File: src/rtl/rprop_wu_pkg.sv
`timescale 1ns / 1ps
`default_nettype none

package rprop_wu_pkg;

	// Sequencer states of the update engine.
	typedef enum logic [2:0] {
		ST_CLEAR,
		ST_IDLE,
		ST_READ,
		ST_DIV,
		ST_MUL1,
		ST_MUL2,
		ST_MUL3,
		ST_FIN
	} state_t;

	// Item operation codes. Code three behaves as a read.
	localparam logic [1:0] OP_UPDATE = 2'd0;
	localparam logic [1:0] OP_LOAD   = 2'd1;
	localparam logic [1:0] OP_READ   = 2'd2;

	// Update modes.
	localparam logic MODE_GD    = 1'b0;
	localparam logic MODE_RPROP = 1'b1;

	// Stored gradient sign codes. Code three reads as zero sign.
	localparam logic [1:0] SG_ZERO = 2'd0;
	localparam logic [1:0] SG_POS  = 2'd1;
	localparam logic [1:0] SG_NEG  = 2'd2;

	// Configuration register indexes.
	localparam logic [2:0] CFG_MODE     = 3'd0;
	localparam logic [2:0] CFG_LRATE    = 3'd1;
	localparam logic [2:0] CFG_MOMENTUM = 3'd2;
	localparam logic [2:0] CFG_ETA_PLUS = 3'd3;
	localparam logic [2:0] CFG_ETA_MIN  = 3'd4;
	localparam logic [2:0] CFG_STEP_MIN = 3'd5;
	localparam logic [2:0] CFG_STEP_MAX = 3'd6;
	localparam logic [2:0] CFG_MBATCH   = 3'd7;

	// Register reset values, all Q8.24 except the mode and the minibatch size.
	localparam logic [30:0] RST_LRATE    = 31'd18790482;
	localparam logic [30:0] RST_MOMENTUM = 31'd0;
	localparam logic [30:0] RST_ETA_PLUS = 31'd20132659;
	localparam logic [30:0] RST_ETA_MIN  = 31'd15938355;
	localparam logic [30:0] RST_STEP_MIN = 31'd17;
	localparam logic [30:0] RST_STEP_MAX = 31'd838860800;
	localparam logic [15:0] RST_MBATCH   = 16'd1;

	localparam logic [30:0] STEP_SAT = 31'h7FFFFFFF;

	// Write command from the sequencer to the entry store.
	typedef struct packed {
		logic        w_we;
		logic        ss_we;
		logic [31:0] weight;
		logic [30:0] step;
		logic [1:0]  sign;
	} store_wr_t;

endpackage

`default_nettype wire

File: src/rtl/rprop_wu_div.sv
`timescale 1ns / 1ps
`default_nettype none

// Restoring divider, one quotient bit per cycle from start to done.
module rprop_wu_div
	import rprop_wu_pkg::*;
(
	input  wire logic        clk,
	input  wire logic        arst_n,
	input  wire logic        start,
	input  wire logic [31:0] dividend,
	input  wire logic [15:0] divisor,
	output logic             done,
	output logic [31:0]      quotient
);

	logic        busy_q;
	logic        done_q;
	logic [4:0]  cnt_q;
	logic [31:0] quo_q;
	logic [15:0] rem_q;
	logic [15:0] dvs_q;
	logic [16:0] rem_sh;
	logic [16:0] rem_sub;
	logic        fits;

	always_comb begin
		rem_sh  = {rem_q, quo_q[31]};
		rem_sub = rem_sh - {1'b0, dvs_q};
		fits    = (rem_sh >= {1'b0, dvs_q});
	end

	always_ff @(posedge clk or negedge arst_n) begin
		if (!arst_n) begin
			busy_q <= 1'b0;
			done_q <= 1'b0;
			cnt_q  <= '0;
		end else begin
			done_q <= 1'b0;
			if (start) begin
				busy_q <= 1'b1;
				cnt_q  <= '0;
			end else if (busy_q) begin
				cnt_q <= cnt_q + 5'd1;
				if (cnt_q == 5'd31) begin
					busy_q <= 1'b0;
					done_q <= 1'b1;
				end
			end
		end
	end

	always_ff @(posedge clk) begin
		if (start) begin
			quo_q <= dividend;
			rem_q <= '0;
			dvs_q <= divisor;
		end else if (busy_q) begin
			quo_q <= {quo_q[30:0], fits};
			rem_q <= fits ? rem_sub[15:0] : rem_sh[15:0];
		end
	end

	assign done     = done_q;
	assign quotient = quo_q;

endmodule

`default_nettype wire

File: config.mk
export PLATFORM = sky130hd
export DESIGN_NAME = rprop_wu_div
export DESIGN_NICKNAME = d
export VERILOG_FILES = /design/src/rtl/rprop_wu_pkg.sv /design/src/rtl/rprop_wu_div.sv
export SDC_FILE = /design/constraint.sdc
export NUM_CORES = 1
export LEC_CHECK = 0
export BUFFER_PORTS_ARGS = -buffer_cell sky130_fd_sc_hd__buf_2
export CAP_MARGIN = 20
export CORE_ASPECT_RATIO = 1.75
export CORE_MARGIN = 2
export CORE_UTILIZATION = 35
export DETAILED_ROUTE_END_ITERATION = 8
export GPL_TIMING_DRIVEN = 0
export PLACE_DENSITY = 0.6
export SETUP_SLACK_MARGIN = 0.5
export SYNTH_ARGS = -nofsm -noshare
export SYNTH_HDL_FRONTEND = slang
export SYNTH_SLANG_ARGS = --single-unit
export TNS_END_PERCENT = 5
File: constraint.sdc
create_clock -name clk -period 3.89 [get_ports clk]
set_clock_uncertainty 0.2 [all_clocks]
set_input_delay 0.1945 -clock clk [delete_from_list [all_inputs] [get_ports clk]]
set_output_delay 0.1945 -clock clk [all_outputs]
set_load 0.05 [all_outputs]
==> qor.txt <==
Drt pass-1 iters: 4
Port Buffers: 83
Cells after DPL: 569
Worst path required time: 3.86 ns
Clock sinks: 71
Pwr/cell area: 582.3 nW/µm²
Cells after synthesis: 353
Post-route setup slack: 0.9319 ns
Latest clock arrival within the worst-skew pair: 0.33 ns
Dpl ws: 0.9570 ns
Buffers & Inverters on Critical Path: 2
FP Rows: 51
Max-slew headroom: 56.75%
Routed wl met3: 498 µm
Syn_nets: 423
VDD IR max: 345.3 µV
WL final: 10,920 µm
Initial Util: 35.58%
NumNets Final: 567
Kind of critical path: reg -> reg
Post-DP HPWL: 8099 µm
Die Span X: 84.08 µm
Core Footprint: 11,040 µm²
Switching share of total power: 37.71%
Slowest stage cell, crit path: or3b_2
Top FF cell, synth: edfxtp_1
Pin count of the biggest net entering global routing: 23
Comb power frac: 40.6%
Hold_ws: 0.03614 ns
Clock power share: 26.0%
Reg power frac: 33.5%
#FFs+latches synth: 71
Antenna Nets Post-Route: 0
R2r worst-path depth: 10
Final Slew Violations: 0
Internal Power: 1.928 mW
Post-synth EDFFs: 48
Worst-path maximum fanout: 4
Max_cap viols: 0
Kind of start point of the critical path: flop
Synth cell types: 62
Post-synthesis cell area: 3928 µm²
Multi-input gate area: 1828 µm²
Overall die area: 12,120 µm²
Gr usage total: 18.40%
YS warnings: 0
M1 WL: 3920 µm
Arr. time, crit path: 2.93 ns
CP max stage delay: 0.47 ns
Routed vias/inst: 5.393
Commonest non-fill, non-tap cells in the layout: buf_2, dlygate4sd3_1, edfxtp_1
Root Driver: clkbuf_16
# diodes: 0
Setup Buffers After CTS: 0
Worst-margin pin slew: 0.6488 ns
Worst min-delay path class: in -> async
CTS tree: built
RSZ-0062 raised after global routing: no
Synth-to-layout area growth: 35.33%
Setup_tns: 0 ns
Vias in the first global route: 3,675
Cts bufs inserted: 9
Commonest non-fill, non-tap cell in the layout: buf_2
Crit share post-route: 76.04%
Final Wtd Congestion: 0.8420
Antenna violations before repair: 0
Min Clock Period, post-route: 2.958 ns
Clk slew on worst S/H paths: 0.06 ns
Setup violations, final: 0
Storage element area: 1937 µm²
Status: completed
Drt drc: 0
CP Cell Sequence: inv_1 > ha_1 > inv_1 > fa_1 > a21o_1 > a311o_1 > nand4_1 > or3b_2 > o21ai_1 > a311oi_2
Htree depth: 3
Met2 WL: 6081 µm
Asr flop ratio synth: 9.859%
DR vias: 3,419
GR Overflow Total: 0
Critical path's top delay family: compound AO/OA/AOI/OAI gates
Max layer used: met4
Routed length per instance: 17.23 µm
Syn avg cell area: 11.13 µm²
DR iter-0 viols: 151
Fillers: 986
Sw power: 1.167 mW
Post-synthesis sequential area ratio: 49.32%
Most used cell, CP: inv_1
First-pass GRT wire length: 17,510 µm
Layout cells sized above 1: 29.48%
Fmax: 0.3381 GHz
Die Y: 144.1 µm
Leakage power total: 2.304 nW
Final hold vios: 0
Endpoint class of the critical path: flop
Final core occ: 48.15%
WP depth: 10
Non-filler cells in the finished layout: 634
Clock Path Buffers: 2
IO Pins: 84
==> timing repair <==
action | in CTS | in global routing
hold buffers | 49 | 0
hold endpoints to repair | 55 | 0
resized for setup | 0 | 0
==> kinds of logic (layout without fill, tap and decap cells) <==
kind of cell | Yosys count | in the layout | synth area share, %
adder cells (fa/ha/maj) | 19 | 19 | 6.244
flip-flops | 71 | 71 | 49.32
XOR/XNOR | 11 | 11 | 2.453
multiplexers | 35 | 35 | 9.940
AND/OR/NAND/NOR | 99 | 99 | 13.09
AO/OA/AOI/OAI | 79 | 79 | 14.81
buffers and inverters | 39 | 188 | 4.142
==> state kept, by name, summed over array words and instances, names as in the netlist <==
signal	count
busy_q	1
cnt_q	5
done	1
dvs_q	16
quotient	32
rem_q	16
==> per-layer routing <==
metal	global-route usage [%]	up-vias
li1	-	1638
met5	0	-
met4	10.61	0
met3	3.368	23
met2	36.22	134
met1	17.34	1624
==> synth_stat cells, drive strengths merged, types with 2 or more instances <==
library cell  count  area share, %
nor3              3           0.51
and3             11            1.8
o211ai            3           0.57
o21ai            17            2.2
mux2i             3           0.76
edfxtp           48             37
a211oi            4           0.76
xnor2             9            2.0
inv              19            1.8
ha               18            5.7
nand4b            2           0.45
mux2             32            9.2
or4               2           0.38
nand2            18            1.7
clkbuf            8           0.76
and2              2           0.32
a21oi            15            2.0
dfrtp             7            4.5
and4              2           0.45
dfxtp            16            8.2
a31oi             4           0.64
or3               2           0.32
xor2              2           0.45
nand4             7            1.3
nand3            16            2.0
o311ai            2           0.45
nor2b             2           0.32
o22ai             2           0.32
nand2b            4           0.64
a311oi           10            2.7
o31ai             3           0.57
nor2             25            2.4
buf              11            1.5
a21o              5           0.96
==> power by group through the flow <==
stage / Clock, mW / Sequential [mW] / Combinational, mW
after floorplan: 0 / 1.16 / 0.786
after global placement: 0 / 1.05 / 1.19
after detailed placement: 0 / 1.05 / 1.21
after CTS: 0.811 / 1.03 / 1.25
after global routing: 0.833 / 1.05 / 1.38
final: 0.804 / 1.04 / 1.26
==> worst paths after layout <==
path                                             start                endpoint  slack, ns
worst max-delay path            quotient[31]$_DFFE_PP_  rem_q[10]$_SDFFE_PP0P_       0.93
worst min-delay path                            arst_n    cnt_q[0]$_DFFE_PN0P_       0.04
worst max register to register  quotient[31]$_DFFE_PP_  rem_q[10]$_SDFFE_PP0P_       0.93
worst min register to register   rem_q[4]$_SDFFE_PP0P_   rem_q[4]$_SDFFE_PP0P_       0.32
max in group asynchronous                       arst_n    cnt_q[2]$_DFFE_PN0P_       3.29
min in group clk                                 start      dvs_q[6]$_DFFE_PP_       0.17
==> stage by stage <==
step	cell area (µm²)	power, mW
2_1_floorplan	3928	1.947
3_3_place_gp	4508	2.235
3_5_place_dp	4536	2.252
4_1_cts	5315	3.097
5_1_grt	5315	3.260
6_report	5315	3.095
==> layout make-up <==
| type | instances | area share (%) |
|---|---|---|
| clock inverters | 7 | 1.201 |
| inverters | 20 | 1.412 |
| flip-flops and latches | 71 | 36.44 |
| clock buffers | 9 | 4.237 |
| plain buffers | 19 | 1.648 |
| well taps | 132 | 3.107 |
| repair buffers | 133 | 17.56 |
| multi-input cells | 243 | 34.39 |
(Power assumes the default switching activity.)
